File: config.mk
export PLATFORM = sky130hd
export DESIGN_NAME = ring_fifo_with_search_and_extrema
export DESIGN_NICKNAME = d
export VERILOG_FILES = /design/src/rtl/rfse_pkg.sv /design/src/rtl/ring_fifo_with_search_and_extrema.sv /design/src/rtl/rfse_ram.sv
export SDC_FILE = /design/constraint.sdc
export NUM_CORES = 2
export LEC_CHECK = 0
export BUFFER_PORTS_ARGS = -buffer_cell sky130_fd_sc_hd__clkbuf_2
export CORE_ASPECT_RATIO = 0.75
export CORE_MARGIN = 2
export CORE_UTILIZATION = 40
export CTS_CLUSTER_DIAMETER = 80
export DETAILED_ROUTE_END_ITERATION = 8
export SYNTH_ARGS = -nofsm -noshare
export SYNTH_HDL_FRONTEND = slang
export SYNTH_SLANG_ARGS = --single-unit
File: constraint.sdc
create_clock -name clk -period 15.85 [get_ports clk]
set_input_delay 1.585 -clock clk [delete_from_list [all_inputs] [get_ports clk]]
set_output_delay 1.585 -clock clk [all_outputs]
set_load 0.005 [all_outputs]
File: src/rtl/rfse_pkg.sv
`timescale 1ns / 1ps
// Shared types and codes for the ring FIFO with search and extrema.
// Used by the top level and the port checker; depends on nothing.
package rfse_pkg;

  // Request codes; 5 to 7 are ignored requests
  localparam logic [2:0] FN_PUSH   = 3'd0;
  localparam logic [2:0] FN_POP    = 3'd1;
  localparam logic [2:0] FN_SEARCH = 3'd2;
  localparam logic [2:0] FN_HEAVY  = 3'd3;
  localparam logic [2:0] FN_FEWEST = 3'd4;

  // Result status codes
  localparam logic [1:0] ST_OK    = 2'd0;
  localparam logic [1:0] ST_FULL  = 2'd1;
  localparam logic [1:0] ST_EMPTY = 2'd2;

  localparam int TWW = 36;
  localparam logic [TWW-1:0] TW_MAX = '1;

  typedef struct packed {
    logic [63:0] key;
    logic [31:0] tag;
    logic [31:0] weight;
    logic [15:0] boxes;
  } rec_t;

endpackage

File: src/rtl/ring_fifo_with_search_and_extrema.sv
`timescale 1ns / 1ps
// Ring FIFO of records (key, tag, weight, box count) with key search and
// heaviest / fewest-boxes queries. Uses rfse_pkg and one rfse_ram instance.
//
// Usage:
//   Input channel (in_valid / in_stall) carries one request: func selects
//   push, pop, search, heaviest or fewest boxes; key, tag, weight and boxes
//   are the record fields. Every request yields exactly one result on the
//   output channel (out_valid / out_stall) with status, found, full flag,
//   occupancy, total weight and the reported record.
//   Push, rejected and ignored requests go straight to the result state; a
//   pop first reads the head entry, and search and extrema scan all queued
//   entries, reading one entry per cycle through the single RAM read port
//   and one shared comparator. One request is in flight at a time; in_stall
//   is high from accept until the result is loaded into the output
//   register, so the next request can be taken while that result still
//   waits for the receiver.
//   A stalled result holds its payload; a finished request waits in its
//   result state until the output register is free.
//   Reset empties the queue (pointers, count and total weight to zero) and
//   drops any pending result; record storage is not cleared.
module ring_fifo_with_search_and_extrema #(
  parameter int DEPTH = 16
) (
  input  logic                       clk,
  input  logic                       rst,
  input  logic                       in_valid,
  output logic                       in_stall,
  input  logic [2:0]                 func,
  input  logic [63:0]                key,
  input  logic [31:0]                tag,
  input  logic [31:0]                weight,
  input  logic [15:0]                boxes,
  output logic                       out_valid,
  input  logic                       out_stall,
  output logic [1:0]                 status,
  output logic                       found,
  output logic                       full_res,
  output logic [$clog2(DEPTH+1)-1:0] occupancy,
  output logic [35:0]                total_weight,
  output logic [63:0]                rec_key,
  output logic [31:0]                rec_tag,
  output logic [31:0]                rec_weight,
  output logic [15:0]                rec_boxes
);

  localparam int AW = $clog2(DEPTH);
  localparam int CW = $clog2(DEPTH + 1);
  localparam int SW = 32 + CW;
  localparam int XW = (SW > rfse_pkg::TWW) ? SW : rfse_pkg::TWW;
  localparam int RW = $bits(rfse_pkg::rec_t);

  typedef enum logic [2:0] {
    S_IDLE   = 3'b001,
    S_SCAN   = 3'b010,
    S_RESULT = 3'b100
  } state_t;

  state_t          state;
  logic [AW-1:0]   head;
  logic [AW-1:0]   tail;
  logic [AW-1:0]   rd_ptr;
  logic [CW-1:0]   count;
  logic [CW-1:0]   left;
  logic [SW-1:0]   sum;
  logic            rd_valid;
  logic            first;
  logic [2:0]      func_q;
  logic [63:0]     key_q;
  rfse_pkg::rec_t  best;
  logic            found_q;
  logic            have_rec;
  logic [1:0]      status_q;

  logic            accept;
  logic            is_query;
  logic            is_full;
  logic            is_empty;
  logic            start_rd;
  logic            scan_rd;
  logic            rd_en;
  logic [AW-1:0]   rd_addr;
  logic            wr_en;
  logic [RW-1:0]   rd_data;
  rfse_pkg::rec_t  rd_rec;
  rfse_pkg::rec_t  wr_rec;
  logic [63:0]     cmp_a;
  logic [63:0]     cmp_b;
  logic            cmp_gt;
  logic            cmp_eq;
  logic            take;
  logic            out_free;
  logic [XW-1:0]   sum_x;
  logic [35:0]     sum_sat;

  function automatic logic [AW-1:0] ptr_inc(input logic [AW-1:0] p);
    ptr_inc = (p == AW'(DEPTH - 1)) ? '0 : p + AW'(1);
  endfunction

  assign in_stall = (state != S_IDLE);
  assign accept   = in_valid && !in_stall;
  assign is_query = (func == rfse_pkg::FN_POP) || (func == rfse_pkg::FN_SEARCH) ||
                    (func == rfse_pkg::FN_HEAVY) || (func == rfse_pkg::FN_FEWEST);
  assign is_full  = (count == CW'(DEPTH));
  assign is_empty = (count == '0);

  assign start_rd = accept && is_query && !is_empty;
  assign scan_rd  = (state == S_SCAN) && (left != '0);
  assign rd_en    = start_rd || scan_rd;
  assign rd_addr  = start_rd ? head : rd_ptr;
  assign wr_en    = accept && (func == rfse_pkg::FN_PUSH) && !is_full;

  assign wr_rec.key    = key;
  assign wr_rec.tag    = tag;
  assign wr_rec.weight = weight;
  assign wr_rec.boxes  = boxes;
  assign rd_rec        = rfse_pkg::rec_t'(rd_data);

  rfse_ram #(
    .WIDTH(RW),
    .DEPTH(DEPTH)
  ) u_ram (
    .clk  (clk),
    .we   (wr_en),
    .waddr(tail),
    .wdata(RW'(wr_rec)),
    .re   (rd_en),
    .raddr(rd_addr),
    .rdata(rd_data)
  );

  // Shared comparator: operands steered by the request in flight
  always_comb begin
    unique case (func_q)
      rfse_pkg::FN_HEAVY: begin
        cmp_a = 64'(rd_rec.weight);
        cmp_b = 64'(best.weight);
      end
      rfse_pkg::FN_FEWEST: begin
        cmp_a = 64'(best.boxes);
        cmp_b = 64'(rd_rec.boxes);
      end
      default: begin
        cmp_a = rd_rec.key;
        cmp_b = key_q;
      end
    endcase
  end

  assign cmp_gt = (cmp_a > cmp_b);
  assign cmp_eq = (cmp_a == cmp_b);
  // Strict compare keeps the entry nearest the head on ties
  assign take   = cmp_gt && ((func_q == rfse_pkg::FN_HEAVY) ||
                             (func_q == rfse_pkg::FN_FEWEST));

  assign sum_x   = XW'(sum);
  assign sum_sat = (sum_x > XW'(rfse_pkg::TW_MAX)) ? rfse_pkg::TW_MAX : 36'(sum_x);
  assign out_free = !out_valid || !out_stall;

  always_ff @(posedge clk) begin
    if (rst) begin
      state     <= S_IDLE;
      head      <= '0;
      tail      <= '0;
      count     <= '0;
      sum       <= '0;
      rd_valid  <= 1'b0;
      out_valid <= 1'b0;
    end else begin
      rd_valid <= rd_en;
      // Drop the taken result unless a new one is loaded in the same cycle
      if (out_valid && !out_stall && (state != S_RESULT)) begin
        out_valid <= 1'b0;
      end

      unique case (state)
        S_IDLE: begin
          if (accept) begin
            func_q   <= func;
            key_q    <= key;
            found_q  <= 1'b0;
            have_rec <= 1'b0;
            status_q <= rfse_pkg::ST_OK;
            first    <= 1'b1;
            state    <= S_RESULT;
            if (func == rfse_pkg::FN_PUSH) begin
              if (is_full) begin
                status_q <= rfse_pkg::ST_FULL;
              end else begin
                tail  <= ptr_inc(tail);
                count <= count + CW'(1);
                sum   <= sum + SW'(weight);
              end
            end else if (is_query) begin
              if (is_empty) begin
                status_q <= rfse_pkg::ST_EMPTY;
              end else begin
                have_rec <= (func != rfse_pkg::FN_SEARCH);
                rd_ptr   <= ptr_inc(head);
                state    <= S_SCAN;
                if (func == rfse_pkg::FN_POP) begin
                  head  <= ptr_inc(head);
                  count <= count - CW'(1);
                  left  <= '0;
                end else begin
                  left  <= count - CW'(1);
                end
              end
            end
          end
        end
        S_SCAN: begin
          if (scan_rd) begin
            rd_ptr <= ptr_inc(rd_ptr);
            left   <= left - CW'(1);
          end
          if (rd_valid) begin
            first <= 1'b0;
            if (first || take) begin
              best <= rd_rec;
            end
            if ((func_q == rfse_pkg::FN_SEARCH) && cmp_eq) begin
              found_q <= 1'b1;
            end
            if (func_q == rfse_pkg::FN_POP) begin
              sum <= sum - SW'(rd_rec.weight);
            end
            // Last read has returned: nothing left to issue
            if (left == '0) begin
              state <= S_RESULT;
            end
          end
        end
        S_RESULT: begin
          if (out_free) begin
            out_valid    <= 1'b1;
            status       <= status_q;
            found        <= found_q;
            full_res     <= is_full;
            occupancy    <= count;
            total_weight <= sum_sat;
            rec_key      <= have_rec ? best.key : '0;
            rec_tag      <= have_rec ? best.tag : '0;
            rec_weight   <= have_rec ? best.weight : '0;
            rec_boxes    <= have_rec ? best.boxes : '0;
            state        <= S_IDLE;
          end
        end
        default: begin
          state <= S_IDLE;
        end
      endcase
    end
  end

endmodule

File: src/rtl/rfse_ram.sv
`timescale 1ns / 1ps
// Generic single-write, single-read RAM with registered read data.
// Stand-alone; no package needed.
module rfse_ram #(
  parameter int WIDTH = 144,
  parameter int DEPTH = 16
) (
  input  logic                     clk,
  input  logic                     we,
  input  logic [$clog2(DEPTH)-1:0] waddr,
  input  logic [WIDTH-1:0]         wdata,
  input  logic                     re,
  input  logic [$clog2(DEPTH)-1:0] raddr,
  output logic [WIDTH-1:0]         rdata
);

  logic [WIDTH-1:0] mem [DEPTH];

  always_ff @(posedge clk) begin
    if (we) begin
      mem[waddr] <= wdata;
    end
    if (re) begin
      rdata <= mem[raddr];
    end
  end

endmodule

==> metrics.md <==
| Metric | Value |
|---|---|
| Port Buffers | roughly 340 |
| Cell variety after synth | 71 |
| Die height | 466 um |
| RSZ-0062 raised after global routing | no |
| TritonRoute pass-1 iters | 6 |
| Commonest cells after routing, fill and taps aside | edfxtp_1 (2862), nand2_1 (1207), mux4_2 (405) |
| CP Max Fanout | 72 |
| Die Area | 289000 um^2 |
| Post-synthesis simple-gate area fraction | between 8 and 9% |
| Commonest non-fill, non-tap cell in the layout | edfxtp_1 |
| Pins Over Slew Limit | 0 |
| Wirelength, routed | 332000 um |
| Fin crit share | 42.0% |
| LEAKAGE | 42.9 nW |
| Worst-path clk slew | 0.06 ns |
| Compound-gate portion of the synthesized area | 4.04% |
| Synth async-reset ratio | 0% |
| Power per cell area | 132 nW/um^2 |
| Crit end category | flop |
| Die width | 621 um |
| Worst-margin pin slew | 1.24 ns |
| Part of the Yosys area used for sequential elements | 76.3% |
| Cts repair resizes | 0 |
| Fin. Hold Viols | 0 |
| Post-CTS Setup Repair Bufs | 0 |
| Clk buf depth | 4 |
| Fillers | 24025 |
| Number of remaining DRC errors | 0 |
| Mux share of post-synthesis cell area | about 8.1% |
| Most used cell, CP | buf_4 |
| Buffers & Inverters on Critical Path | 4 |
| CP top delay family | buffers and inverters |
| Final Skew | 0.0857 ns |
| Clk_lat worst skew | between 0.8 and 0.9 ns |
| Worst vdd ir | 0.0843 mV |
| Final Total Pwr | 17.1 mW |
| Synth Area per Inst | 17.0 um^2 |
| Initial Utilization | 40.3% |
| Initial DRC Count | around 8000 |
| Total Neg Setup Slack | 0 ns |
| Register area | slightly below 90000 um^2 |
| Dpl ws | 8.30 ns |
| Hold WC Path Type | flop to flop |
| Minimum clock period | approximately 6.7 ns |
| Largest stage delay on the critical path | 0.91 ns |
| Synth Instances | approximately 6700 |
| Worst EP required | roughly 16 ns |
| Post-synth EDFFs | 2862 |
| Final setup margin | 9.19 ns |
| Via count | about 65000 |
| Clock sinks | 2917 |
| DR WL/cell | 29.9 um |
| Initial antenna violation count | 66 |
| CP max stage cell | mux2_8 |
| DR vias/cell | 5.82 |
| Root buf cell | clkbuf_16 |
| Post-DRT Antenna Nets | 0 |
| Layout cells sized above 1 | 18.4% |
| Nets | 7384 |
| Grt ovf | 0 |
| Largest family of logic cells by synthesized area | simple AND/OR/NAND/NOR gates |
| Design area | between 100000 and 150000 um^2 |
| Most used DFF post-synth | edfxtp_1 |
| #FFs+latches synth | 2917 |
| CP Launch Type | input pin |
| P&R area growth vs syn | 13.6% |
| Synth Cell Area | roughly 110000 um^2 |
| Post-DP Area | 120000 um^2 |
| CTS tree | yes |
| Final setup fails | 0 |
| Post-Synth XOR/XNOR Area | 0.530% |
| Post-Synth Adder-Cell Area | 1.24% |
| Total track usage | 22.5% |
| Hold_buf cts | 0 |
| Multi-input logic area | 25600 um^2 |
| CP cell instances | clkbuf_2, or3_1, and3b_1, nand3_2, mux2_8, buf_4, buf_4, buf_4, mux4_2, a2111oi_0, o21ai_0 |
| First-pass GRT wire length | 466000 um |
| F_max | 150 MHz |
| Row count | 169 |
| I/O pins | 342 |
| Critical path class | input pin to flop |
| Crit path arrival time | 7.23 ns |
| Rel. slew slack | roughly 16% |
| Largest net degree at the start of global routing | 169 |
| Maxcap violations | 0 |
| Net count after synthesis | 6988 |
| Total CTS buffers | between 200 and 300 |
| Post-DP HPWL | 183000 um |
| H-tree Lvls | 5 |
| Status | complete, no violations |
| RePlAce Congestion | approximately 0.81 |
| Vias in the first global route | 61790 |
| Core ar. | 283000 um^2 |
| YS warnings | 0 |
## worst reg2reg max path: stages (launching register included)
cell      delay (ns)
edfxtp_1        0.44
nor3b_2         0.19
buf_4           0.29
nor2_4          0.46
buf_4           0.64
buf_4           0.60
and2_1          0.26
ha_1            0.25
nand4_1         0.16
nor2_1          0.12
nand3_1         0.28
nor3_1          0.09
buf_4           0.20
nor2_1          0.12
nor2_1          0.05
nor3_1          0.31
buf_4           0.20
nand2b_1        0.09
o21ai_4         0.13
buf_4           0.54
buf_4           0.68
## logic make-up (layout without fill, tap and decap cells)
kind of cell / after synthesis / in the layout
xor+xnor: 69 / 69
buf+inv: 388 / 1000
fa+ha+maj: 112 / 112
compound gates: 729 / 729
flops: 2917 / 2917
mux: 420 / 420
other cells: 0 / 15
simple gates: 2090 / 2090
## sequential cells by signal (all words and copies together), names as in the netlist, 32 cells and up
name	cells
total_weight	36
key_q	64
u_ram.mem	2304
rec_key	64
best	144
rec_weight	32
sum	37
u_ram.rdata	144
rec_tag	32
## Yosys cell counts, types with 4 or more instances
cell	instances	area, um^2
clkbuf_1	198	743
and3_1	113	707
ha_1	111	1390
mux2i_1	12	120
nand2_1	1211	4550
nand4_1	28	175
edfxtp_1	2862	85900
mux4_2	405	9120
a21oi_1	242	1210
a31oi_1	123	769
a211o_1	4	35.0
o21a_1	7	52.6
o211ai_1	4	30.0
nor3_1	66	330
or2_2	41	257
o311ai_0	36	315
nand2b_1	10	62.6
nand3_1	310	1550
or3_1	5	31.3
buf_1	35	131
o2111ai_1	4	35.0
and2_1	180	1130
nor2_1	83	312
a211oi_1	11	82.6
a21o_1	52	390
buf_4	11	82.6
a22o_1	32	280
o22ai_1	5	31.3
nor4_1	11	68.8
dfxtp_1	55	1100
xnor2_1	38	333
nor2b_1	8	50.1
inv_1	19	71.3
buf_2	122	611
a2111oi_0	38	333
o21ai_0	109	546
o21bai_1	7	52.6
a22oi_1	32	240
or4_1	4	30.0
xor2_1	31	272
nor3b_1	5	37.5
## path summary, 6_finish.rpt
check                   from         endpoint  slack (ns)  cells after the start
min          u_ram.rdata[63]         best[63]        0.40                      0
min reg2reg  u_ram.rdata[63]         best[63]        0.40                      0
max                  func[0]  u_ram.rdata[91]        9.19                     11
max reg2reg        func_q[2]         best[59]        9.33                     20
## report_power, final
group	internal (mW)	total (mW)	switching (mW)
registers	8.60	8.68	0.0858
logic	0.537	1.53	0.996
clock network	3.93	6.85	2.92
## layer usage
layer	GRT usage, %	part of all wire, %
met4	6.09	2.8
met5	0	0.10
met3	5.14	11
met2	34.3	45
met1	32.5	41
## area by class of cell
class,instances,share of cell area (%)
Tap cell,3762,3.63
Multi-Input combinational cell,3420,19.8
Sequential cell,2917,67.2
Timing Repair Buffer,465,2.15
Antenna cell,15,0.0290
Inverter,20,0.0579
Clock inverter,136,0.974
Clock buffer,379,6.19
## per-stage QoR
| stage | hold slack (ns) | util (%) | std cells |
|---|---|---|---|
| 2_1_floorplan | 0.400 | - | 6725 |
| 3_3_place_gp | 0.403 | 42.5 | 10584 |
| 3_5_place_dp | 0.409 | 42.5 | 10584 |
| 4_1_cts | 0.405 | 45.7 | 11099 |
| 5_1_grt | 0.433 | 45.7 | 11103 |
| 6_report | 0.396 | 45.8 | 11114 |
Note: power is estimated with default switching activity, not from simulation.
